===== src/hw/rtl/hsv2rgb_pkg.sv =====
// Package for the HSV to RGB converter: shared constants, hue sector codes
// and the payload structs that travel between pipeline stages.
// No dependencies.
package hsv2rgb_pkg;

    localparam int unsigned HueW      = 9;
    localparam int unsigned PctW      = 7;
    localparam int unsigned FracW     = 6;
    localparam int unsigned CoefW     = 13;
    localparam int unsigned ProdW     = 20;
    localparam int unsigned SumW      = 24;
    localparam int unsigned DivShift  = 6;
    localparam int unsigned ScaledW   = SumW - DivShift;
    localparam int unsigned RecipW    = 19;
    localparam int unsigned RecipShift = 28;
    localparam int unsigned ChanW     = 8;

    localparam logic [HueW-1:0]    FULL_CIRCLE = 9'd360;
    localparam logic [HueW-1:0]    DEG_SECTOR  = 9'd60;
    localparam logic [PctW-1:0]    PCT_FULL    = 7'd100;
    localparam logic [FracW-1:0]   FRAC_FULL   = 6'd60;
    localparam logic [CoefW-1:0]   COEF_FULL   = 13'd6000;
    localparam logic [FracW-1:0]   COEF_STEP   = 6'd60;
    localparam logic [SumW-1:0]    ROUND_OFS   = 24'd20000;
    localparam logic [RecipW-1:0]  RECIP_MUL   = 19'd429497;

    typedef enum logic [2:0] {
        SEC_RED_YELLOW,
        SEC_YELLOW_GREEN,
        SEC_GREEN_CYAN,
        SEC_CYAN_BLUE,
        SEC_BLUE_MAGENTA,
        SEC_MAGENTA_RED
    } t_sector;

    typedef struct packed {
        t_sector             sector;
        logic [FracW-1:0]    frac;
        logic [PctW-1:0]     sat;
        logic [PctW-1:0]     bri;
    } t_norm;

    typedef struct packed {
        logic [PctW-1:0]     bri;
        logic [CoefW-1:0]    a_r;
        logic [CoefW-1:0]    a_g;
        logic [CoefW-1:0]    a_b;
    } t_coef;

    typedef struct packed {
        logic [ProdW-1:0]    x_r;
        logic [ProdW-1:0]    x_g;
        logic [ProdW-1:0]    x_b;
    } t_prod;

    typedef struct packed {
        logic [ScaledW-1:0]  z_r;
        logic [ScaledW-1:0]  z_g;
        logic [ScaledW-1:0]  z_b;
    } t_scaled;

    typedef struct packed {
        logic [ChanW-1:0]    blue;
        logic [ChanW-1:0]    green;
        logic [ChanW-1:0]    red;
    } t_rgb;

endpackage


===== src/hw/rtl/hsv2rgb_norm.sv =====
// First pipeline stage: wraps the hue, saturates saturation and brightness,
// and splits the hue into sector and fraction. Depends on hsv2rgb_pkg.
module hsv2rgb_norm (
    input  logic                           i_clk,
    input  logic                           i_rst_n,
    input  logic                           i_valid,
    output logic                           o_ready,
    input  logic [hsv2rgb_pkg::HueW-1:0]   i_hue,
    input  logic [hsv2rgb_pkg::PctW-1:0]   i_sat,
    input  logic [hsv2rgb_pkg::PctW-1:0]   i_bri,
    output logic                           o_valid,
    input  logic                           i_ready,
    output hsv2rgb_pkg::t_norm             o_data
);
    import hsv2rgb_pkg::*;

    logic             r_vld;
    t_norm            r_data;
    t_norm            n_data;
    logic [HueW-1:0]  hue_w;
    logic [HueW-1:0]  base;
    logic [HueW-1:0]  frac_w;

    always_comb begin
        hue_w = (i_hue >= FULL_CIRCLE) ? (i_hue - FULL_CIRCLE) : i_hue;
        priority if (hue_w < DEG_SECTOR) begin
            n_data.sector = SEC_RED_YELLOW;
            base = '0;
        end else if (hue_w < 2 * DEG_SECTOR) begin
            n_data.sector = SEC_YELLOW_GREEN;
            base = DEG_SECTOR;
        end else if (hue_w < 3 * DEG_SECTOR) begin
            n_data.sector = SEC_GREEN_CYAN;
            base = HueW'(2 * DEG_SECTOR);
        end else if (hue_w < 4 * DEG_SECTOR) begin
            n_data.sector = SEC_CYAN_BLUE;
            base = HueW'(3 * DEG_SECTOR);
        end else if (hue_w < 5 * DEG_SECTOR) begin
            n_data.sector = SEC_BLUE_MAGENTA;
            base = HueW'(4 * DEG_SECTOR);
        end else begin
            n_data.sector = SEC_MAGENTA_RED;
            base = HueW'(5 * DEG_SECTOR);
        end
        frac_w      = hue_w - base;
        n_data.frac = frac_w[FracW-1:0];
        n_data.sat  = (i_sat > PCT_FULL) ? PCT_FULL : i_sat;
        n_data.bri  = (i_bri > PCT_FULL) ? PCT_FULL : i_bri;
    end

    assign o_ready = !r_vld || i_ready;
    assign o_valid = r_vld;
    assign o_data  = r_data;

    always_ff @(posedge i_clk) begin
        if (!i_rst_n) begin
            r_vld <= 1'b0;
        end else if (o_ready) begin
            r_vld <= i_valid;
        end
    end

    always_ff @(posedge i_clk) begin
        if (o_ready && i_valid) begin
            r_data <= n_data;
        end
    end

endmodule


===== src/hw/rtl/hsv2rgb_coef.sv =====
// Second pipeline stage: forms the p, q, t and v coefficients over the
// fraction and routes them to the channels by sector. Depends on hsv2rgb_pkg.
module hsv2rgb_coef (
    input  logic                 i_clk,
    input  logic                 i_rst_n,
    input  logic                 i_valid,
    output logic                 o_ready,
    input  hsv2rgb_pkg::t_norm   i_data,
    output logic                 o_valid,
    input  logic                 i_ready,
    output hsv2rgb_pkg::t_coef   o_data
);
    import hsv2rgb_pkg::*;

    logic              r_vld;
    t_coef             r_data;
    t_coef             n_data;
    logic [CoefW-1:0]  sf;
    logic [CoefW-1:0]  st;
    logic [CoefW-1:0]  c_p;
    logic [CoefW-1:0]  c_q;
    logic [CoefW-1:0]  c_t;
    logic [FracW-1:0]  frac_inv;
    logic [PctW-1:0]   sat_inv;

    always_comb begin
        frac_inv = FRAC_FULL - i_data.frac;
        sat_inv  = PCT_FULL - i_data.sat;
        sf       = CoefW'(i_data.sat) * CoefW'(i_data.frac);
        st       = CoefW'(i_data.sat) * CoefW'(frac_inv);
        c_q      = COEF_FULL - sf;
        c_t      = COEF_FULL - st;
        c_p      = CoefW'(sat_inv) * CoefW'(COEF_STEP);
        n_data.bri = i_data.bri;
        unique case (i_data.sector)
            SEC_RED_YELLOW: begin
                n_data.a_r = COEF_FULL; n_data.a_g = c_t; n_data.a_b = c_p;
            end
            SEC_YELLOW_GREEN: begin
                n_data.a_r = c_q; n_data.a_g = COEF_FULL; n_data.a_b = c_p;
            end
            SEC_GREEN_CYAN: begin
                n_data.a_r = c_p; n_data.a_g = COEF_FULL; n_data.a_b = c_t;
            end
            SEC_CYAN_BLUE: begin
                n_data.a_r = c_p; n_data.a_g = c_q; n_data.a_b = COEF_FULL;
            end
            SEC_BLUE_MAGENTA: begin
                n_data.a_r = c_t; n_data.a_g = c_p; n_data.a_b = COEF_FULL;
            end
            default: begin
                n_data.a_r = COEF_FULL; n_data.a_g = c_p; n_data.a_b = c_q;
            end
        endcase
    end

    assign o_ready = !r_vld || i_ready;
    assign o_valid = r_vld;
    assign o_data  = r_data;

    always_ff @(posedge i_clk) begin
        if (!i_rst_n) begin
            r_vld <= 1'b0;
        end else if (o_ready) begin
            r_vld <= i_valid;
        end
    end

    always_ff @(posedge i_clk) begin
        if (o_ready && i_valid) begin
            r_data <= n_data;
        end
    end

endmodule


===== src/hw/rtl/hsv2rgb_mult.sv =====
// Third and fourth pipeline stages: multiplies each coefficient by the brightness,
// scales by 17, adds the rounding offset and divides by 64. Depends on hsv2rgb_pkg.
module hsv2rgb_mult (
    input  logic                   i_clk,
    input  logic                   i_rst_n,
    input  logic                   i_valid,
    output logic                   o_ready,
    input  hsv2rgb_pkg::t_coef     i_data,
    output logic                   o_valid,
    input  logic                   i_ready,
    output hsv2rgb_pkg::t_scaled   o_data
);
    import hsv2rgb_pkg::*;

    logic             r_vld_a;
    logic             r_vld_b;
    logic             rdy_a;
    logic             rdy_b;
    t_prod            r_prod;
    t_prod            n_prod;
    t_scaled          r_data;
    t_scaled          n_data;
    logic [SumW-1:0]  y_r;
    logic [SumW-1:0]  y_g;
    logic [SumW-1:0]  y_b;

    always_comb begin
        n_prod.x_r = ProdW'(i_data.bri) * ProdW'(i_data.a_r);
        n_prod.x_g = ProdW'(i_data.bri) * ProdW'(i_data.a_g);
        n_prod.x_b = ProdW'(i_data.bri) * ProdW'(i_data.a_b);
    end

    always_comb begin
        y_r = (SumW'(r_prod.x_r) << 4) + SumW'(r_prod.x_r) + ROUND_OFS;
        y_g = (SumW'(r_prod.x_g) << 4) + SumW'(r_prod.x_g) + ROUND_OFS;
        y_b = (SumW'(r_prod.x_b) << 4) + SumW'(r_prod.x_b) + ROUND_OFS;
        n_data.z_r = y_r[SumW-1:DivShift];
        n_data.z_g = y_g[SumW-1:DivShift];
        n_data.z_b = y_b[SumW-1:DivShift];
    end

    assign rdy_b   = !r_vld_b || i_ready;
    assign rdy_a   = !r_vld_a || rdy_b;
    assign o_ready = rdy_a;
    assign o_valid = r_vld_b;
    assign o_data  = r_data;

    always_ff @(posedge i_clk) begin
        if (!i_rst_n) begin
            r_vld_a <= 1'b0;
            r_vld_b <= 1'b0;
        end else begin
            if (rdy_a) begin
                r_vld_a <= i_valid;
            end
            if (rdy_b) begin
                r_vld_b <= r_vld_a;
            end
        end
    end

    always_ff @(posedge i_clk) begin
        if (rdy_a && i_valid) begin
            r_prod <= n_prod;
        end
        if (rdy_b && r_vld_a) begin
            r_data <= n_data;
        end
    end

endmodule


===== src/hw/rtl/hsv2rgb_round.sv =====
// Last pipeline stage and output register: divides the scaled sums by 625
// through a reciprocal multiply. Depends on hsv2rgb_pkg.
module hsv2rgb_round (
    input  logic                   i_clk,
    input  logic                   i_rst_n,
    input  logic                   i_valid,
    output logic                   o_ready,
    input  hsv2rgb_pkg::t_scaled   i_data,
    output logic                   o_valid,
    input  logic                   i_ready,
    output hsv2rgb_pkg::t_rgb      o_data
);
    import hsv2rgb_pkg::*;

    localparam int unsigned MulW = ScaledW + RecipW;

    logic             r_vld;
    t_rgb             r_data;
    t_rgb             n_data;
    logic [MulW-1:0]  m_r;
    logic [MulW-1:0]  m_g;
    logic [MulW-1:0]  m_b;

    always_comb begin
        m_r = MulW'(i_data.z_r) * MulW'(RECIP_MUL);
        m_g = MulW'(i_data.z_g) * MulW'(RECIP_MUL);
        m_b = MulW'(i_data.z_b) * MulW'(RECIP_MUL);
        n_data.red   = m_r[RecipShift +: ChanW];
        n_data.green = m_g[RecipShift +: ChanW];
        n_data.blue  = m_b[RecipShift +: ChanW];
    end

    assign o_ready = !r_vld || i_ready;
    assign o_valid = r_vld;
    assign o_data  = r_data;

    always_ff @(posedge i_clk) begin
        if (!i_rst_n) begin
            r_vld <= 1'b0;
        end else if (o_ready) begin
            r_vld <= i_valid;
        end
    end

    always_ff @(posedge i_clk) begin
        if (o_ready && i_valid) begin
            r_data <= n_data;
        end
    end

endmodule


===== src/hw/rtl/hsv_to_rgb_converter_top.sv =====
// Top level of the HSV to RGB converter: chains the normalize, coefficient,
// multiply and rounding stages. Depends on hsv2rgb_pkg and the hsv2rgb_* stages.
//
// The slave stream takes one color per transaction: hue in degrees, saturation
// and brightness in percent. The master stream gives one transaction of 8-bit
// red, green and blue for each input transaction, in the same order.
// An accepted input passes the normalize, coefficient, product, scaled and
// output registers in that order. Throughput is one transaction per cycle
// without a receiver stall; the five register stages each take one per cycle.
// Every stage holds a valid bit and takes new data when it is empty or when
// the stage after it moves on, so a receiver stall fills the empty stages
// first and then drops o_s_axis_tready; nothing is lost or repeated.
// A hue of 360 to 511 wraps by 360, and saturation or brightness above 100
// is treated as 100.
// Reset clears all valid bits; the block then accepts input at once.
module hsv_to_rgb_converter_top (
    input  logic        i_clk,
    input  logic        i_rst_n,
    input  logic        i_s_axis_tvalid,
    output logic        o_s_axis_tready,
    // hue [8:0], saturation [15:9], brightness [22:16], zero [23]
    input  logic [23:0] i_s_axis_tdata,
    output logic        o_m_axis_tvalid,
    input  logic        i_m_axis_tready,
    // red [7:0], green [15:8], blue [23:16]
    output logic [23:0] o_m_axis_tdata
);
    import hsv2rgb_pkg::*;

    logic     vld_norm;
    logic     rdy_norm;
    t_norm    d_norm;
    logic     vld_coef;
    logic     rdy_coef;
    t_coef    d_coef;
    logic     vld_mult;
    logic     rdy_mult;
    t_scaled  d_mult;
    t_rgb     d_rgb;

    hsv2rgb_norm u_norm (
        .i_clk   (i_clk),
        .i_rst_n (i_rst_n),
        .i_valid (i_s_axis_tvalid),
        .o_ready (o_s_axis_tready),
        .i_hue   (i_s_axis_tdata[8:0]),
        .i_sat   (i_s_axis_tdata[15:9]),
        .i_bri   (i_s_axis_tdata[22:16]),
        .o_valid (vld_norm),
        .i_ready (rdy_norm),
        .o_data  (d_norm)
    );

    hsv2rgb_coef u_coef (
        .i_clk   (i_clk),
        .i_rst_n (i_rst_n),
        .i_valid (vld_norm),
        .o_ready (rdy_norm),
        .i_data  (d_norm),
        .o_valid (vld_coef),
        .i_ready (rdy_coef),
        .o_data  (d_coef)
    );

    hsv2rgb_mult u_mult (
        .i_clk   (i_clk),
        .i_rst_n (i_rst_n),
        .i_valid (vld_coef),
        .o_ready (rdy_coef),
        .i_data  (d_coef),
        .o_valid (vld_mult),
        .i_ready (rdy_mult),
        .o_data  (d_mult)
    );

    hsv2rgb_round u_round (
        .i_clk   (i_clk),
        .i_rst_n (i_rst_n),
        .i_valid (vld_mult),
        .o_ready (rdy_mult),
        .i_data  (d_mult),
        .o_valid (o_m_axis_tvalid),
        .i_ready (i_m_axis_tready),
        .o_data  (d_rgb)
    );

    assign o_m_axis_tdata = d_rgb;

endmodule


===== config.mk =====
export PLATFORM = sky130hd
export DESIGN_NAME = hsv_to_rgb_converter_top
export DESIGN_NICKNAME = d
export VERILOG_FILES = /design/src/hw/rtl/hsv2rgb_pkg.sv /design/src/hw/rtl/hsv2rgb_norm.sv /design/src/hw/rtl/hsv2rgb_coef.sv /design/src/hw/rtl/hsv2rgb_mult.sv /design/src/hw/rtl/hsv2rgb_round.sv /design/src/hw/rtl/hsv_to_rgb_converter_top.sv
export SDC_FILE = /design/constraint.sdc
export NUM_CORES = 2
export LEC_CHECK = 0
export BUFFER_PORTS_ARGS = -buffer_cell sky130_fd_sc_hd__buf_4
export CAP_MARGIN = 20
export CORE_UTILIZATION = 50
export DETAILED_ROUTE_END_ITERATION = 6
export GPL_TIMING_DRIVEN = 0
export HOLD_SLACK_MARGIN = 0.03
export PLACE_DENSITY = 0.64
export SLEW_MARGIN = 20
export SYNTH_ARGS = -nofsm -noshare
export SYNTH_HDL_FRONTEND = slang
export SYNTH_HIERARCHICAL = 1
export SYNTH_SLANG_ARGS = --single-unit

===== constraint.sdc =====
create_clock -name i_clk -period 15.95 [get_ports i_clk]
set_input_delay 1.595 -clock i_clk [delete_from_list [all_inputs] [get_ports i_clk]]
set_output_delay 1.595 -clock i_clk [all_outputs]
set_load 0.01 [all_outputs]

==> impl_metrics.env <==
export IMPL_status="completed"
export IMPL_syn_num_nets=5517
export IMPL_finalHoldViolations=0
export IMPL_io_buffer_count=52
export IMPL_antenna_left=0
export IMPL_setup_tns_ns=0
export IMPL_cts_repair_resized=0
export IMPL_synth_seq_area_share_pct=15.4
export IMPL_fin_skew_ns=0.0223
export IMPL_slew_headroom_pct=42.8
export IMPL_start_util_pct=50.6
export IMPL_yosys_area_share_simple_pct=10.3
export IMPL_htreeDepth=1
export IMPL_async_flop_share_pct=0
export IMPL_die_y_um=288
export IMPL_synth_edf_count=207
export IMPL_synth_seq_cells=212
export IMPL_crit_path_start_kind="flip-flop"
export IMPL_cts_buffers=29
export IMPL_drive_gt1_share_pct=3.66
export IMPL_grt_pass1_wl_um=148000
export IMPL_routabilityCongestion=0.920
export IMPL_fin_crit_ns=6.15
export IMPL_io_pins=54
export IMPL_rows=104
export IMPL_cts_root_buffer="clkbuf_16"
export IMPL_clk_pin_slew_ns=0.06
export IMPL_routed_wl_um=88700
export IMPL_wl_per_cell_um=16.6
export IMPL_synthToLayoutAreaGrowth_pct=7.02
export IMPL_grt_pass1_vias=28669
export IMPL_syn_inst=4173
export IMPL_grt_max_degree=57
export IMPL_cts_sinks=212
export IMPL_coreArea_um2=80800
export IMPL_cap_violations=0
export IMPL_dieArea_um2=83000
export IMPL_crit_arrival_ns=6.55
export IMPL_grt_util_all_layers_pct=22.3
export IMPL_period_share_pct=38.5
export IMPL_hp_class="reg -> reg"
export IMPL_hold_slack_ns=0.417
export IMPL_clk_latency_ns=0.59
export IMPL_final_max_slew_viol_count=0
export IMPL_multiInputGateArea_um2=30400
export IMPL_met3_usage_pct=2.18
export IMPL_synthMuxAreaShare_pct=0.101
export IMPL_die_x_um=288
export IMPL_drc=0
export IMPL_rsz0062_at_grt="no"
export IMPL_drt_iter0_drc=1138
export IMPL_cts_setup_buffers=0
export IMPL_setup_viol=0
export IMPL_synth_fa_ha_area_share_pct=51.2
export IMPL_synthesis_area_um2=40900
export IMPL_fin_nets=5605
export IMPL_met1_usage_pct=30.9
export IMPL_crit_path_end_kind="flip-flop"
export IMPL_use_met2_pct=38.1
export IMPL_n_antenna_cell=0
export IMPL_synth_ff_type="edfxtp_1"
export IMPL_seq_area_um2=6320
export IMPL_cts_tree="done"
export IMPL_max_freq_mhz=163
export IMPL_clockBufferDepth=3
export IMPL_ys_warn_count=6
export IMPL_dr_pass1_iters=7
export IMPL_worst_slew_pin_slew_ns=0.858
export IMPL_yosys_area_share_xor_xnor_pct=3.44
export IMPL_busiest_layer="met2"
export IMPL_vias=27800
export IMPL_synth_compound_area_share_pct=9.28
export IMPL_synth_top_family_by_area="adder cells"
export IMPL_cp_required_ns=16.35
export IMPL_viasPerCell=5.20
export IMPL_final_core_util_pct=54.2
export IMPL_crit_fanout=10
export IMPL_nFillCells=7340
export IMPL_path_class="reg -> reg"
export IMPL_dp_hpwl_um=76300
export IMPL_overflow=0
export IMPL_synth_distinct_cells=96
export IMPL_hold_buffers=0
export IMPL_synth_area_per_cell_um2=9.81
export IMPL_antenna_found_initial=2
worst paths after layout:
path | startpoint | to | slack (ns) | cells past startpoint
max | u_norm/o_data[14]$_DFFE_PP_ | u_coef/o_data[9]$_DFFE_PP_ | 9.80 | 18
min | u_norm/o_data[0]$_SDFFCE_PN0P_ | u_coef/o_data[39]$_DFFE_PP_ | 0.42 | 0
max reg2reg | u_norm/o_data[14]$_DFFE_PP_ | u_coef/o_data[9]$_DFFE_PP_ | 9.80 | 18
min reg2reg | u_norm/o_data[0]$_SDFFCE_PN0P_ | u_coef/o_data[39]$_DFFE_PP_ | 0.42 | 0
worst max-delay path: stages, from the launching register on:
cell      delay [ns]
edfxtp_1        0.39
clkbuf_1        0.40
inv_1           0.09
ha_1            0.24
xor2_1          0.46
nand2_1         0.16
fa_1            0.56
fa_1            0.44
fa_1            0.54
inv_1           0.05
fa_1            0.52
inv_1           0.04
ha_1            0.36
or4_1           0.51
o21a_1          0.12
o31a_1          0.11
xor2_1          0.53
o22ai_1         0.18
a21oi_1         0.26
synth_stat cells, types with 6 or more instances:
| master | instances | area share [%] |
|---|---|---|
| nor4_1 | 7 | 0.11 |
| a2111oi_0 | 7 | 0.15 |
| ha_1 | 717 | 22 |
| nand4_1 | 16 | 0.24 |
| a21o_1 | 49 | 0.90 |
| and3_1 | 10 | 0.15 |
| a211oi_1 | 37 | 0.68 |
| a31oi_1 | 19 | 0.29 |
| nor3b_1 | 8 | 0.15 |
| clkbuf_1 | 59 | 0.54 |
| inv_1 | 1039 | 9.5 |
| nand2b_1 | 23 | 0.35 |
| a22oi_1 | 11 | 0.20 |
| and2_1 | 241 | 3.7 |
| nand2_1 | 244 | 2.2 |
| o21ai_1 | 22 | 0.27 |
| nor2b_1 | 23 | 0.35 |
| xnor2_1 | 102 | 2.2 |
| o22ai_1 | 22 | 0.34 |
| a41oi_1 | 6 | 0.13 |
| o31ai_1 | 7 | 0.13 |
| or4_1 | 8 | 0.15 |
| nor3_1 | 27 | 0.33 |
| nor2_1 | 126 | 1.2 |
| a21oi_1 | 136 | 1.7 |
| or2_2 | 11 | 0.17 |
| o2111ai_1 | 7 | 0.15 |
| a21boi_0 | 8 | 0.15 |
| o21ai_0 | 80 | 0.98 |
| fa_1 | 599 | 29 |
| o211ai_1 | 20 | 0.37 |
| or3_1 | 8 | 0.12 |
| nand3_1 | 38 | 0.46 |
| xor2_1 | 57 | 1.2 |
| a221oi_1 | 9 | 0.19 |
| o21a_1 | 33 | 0.61 |
| edfxtp_1 | 207 | 15 |
| o21bai_1 | 13 | 0.24 |
placed cells by master (no fill, tap or decap), types with 8 or more instances in the layout:
cell	n
clkbuf_16	29
o211ai_1	20
nor3b_1	8
and2_1	237
buf_4	52
nor2b_1	22
or2_2	11
xor2_1	57
a21oi_1	136
clkbuf_1	59
a211oi_1	37
o21bai_1	13
a21o_1	49
edfxtp_1	207
nand2_1	244
o22ai_1	22
and3_1	10
o21a_1	33
o21ai_0	80
xnor2_1	102
nor2_1	126
o21ai_1	22
nand2b_1	23
a22oi_1	11
ha_1	717
nor3_1	27
fa_1	599
nand4_1	16
or3_1	8
a221oi_1	9
nand3_1	38
inv_1	1039
clkinvlp_4	10
or4_1	8
a31oi_1	19
a21boi_0	8
per-layer routing:
metal  vias to the layer above  share of wire, %
met5                         -                 0
met4                         0               1.9
met3                        88               3.6
met2                       432                47
met1                     13637                47
li1                      13643                 -
through the flow:
step           instance area (um2)  instances  setup WS [ns]
2_1_floorplan                40900       4173          10.48
3_3_place_gp                 42600       5285           9.87
3_5_place_dp                 42800       5290           9.83
4_1_cts                      43800       5344           9.80
5_1_grt                      43800       5344           9.55
6_report                     43800       5344           9.80
state kept, by name, summed over array words and instances, names as in the netlist, 23 cells and up:
register	flops
u_norm/o_data	23
u_mult/o_data	54
u_round/o_data	24
u_coef/o_data	46
u_mult/r_prod	60
cells by family after synthesis:
group | Yosys count
AO/OA/AOI/OAI | 561
adder cells (fa/ha/maj) | 1316
multiplexers | 4
AND/OR/NAND/NOR | 816
flip-flops | 212
XOR/XNOR | 160
buffers and inverters | 1104
final cells by class:
| class | instances | share of cell area (%) |
|---|---|---|
| buffer | 65 | 0.666 |
| clock buffer | 29 | 1.66 |
| clock inverter | 25 | 0.709 |
| inverter | 1039 | 8.91 |
| multi-input combinational | 2857 | 69.5 |
| sequential | 212 | 14.4 |
| tap | 1060 | 3.03 |
| timing repair buffer | 57 | 1.14 |
Power is not shown: default switching activity piles up to over one toggle a cycle in this logic, so the estimate is an artifact.
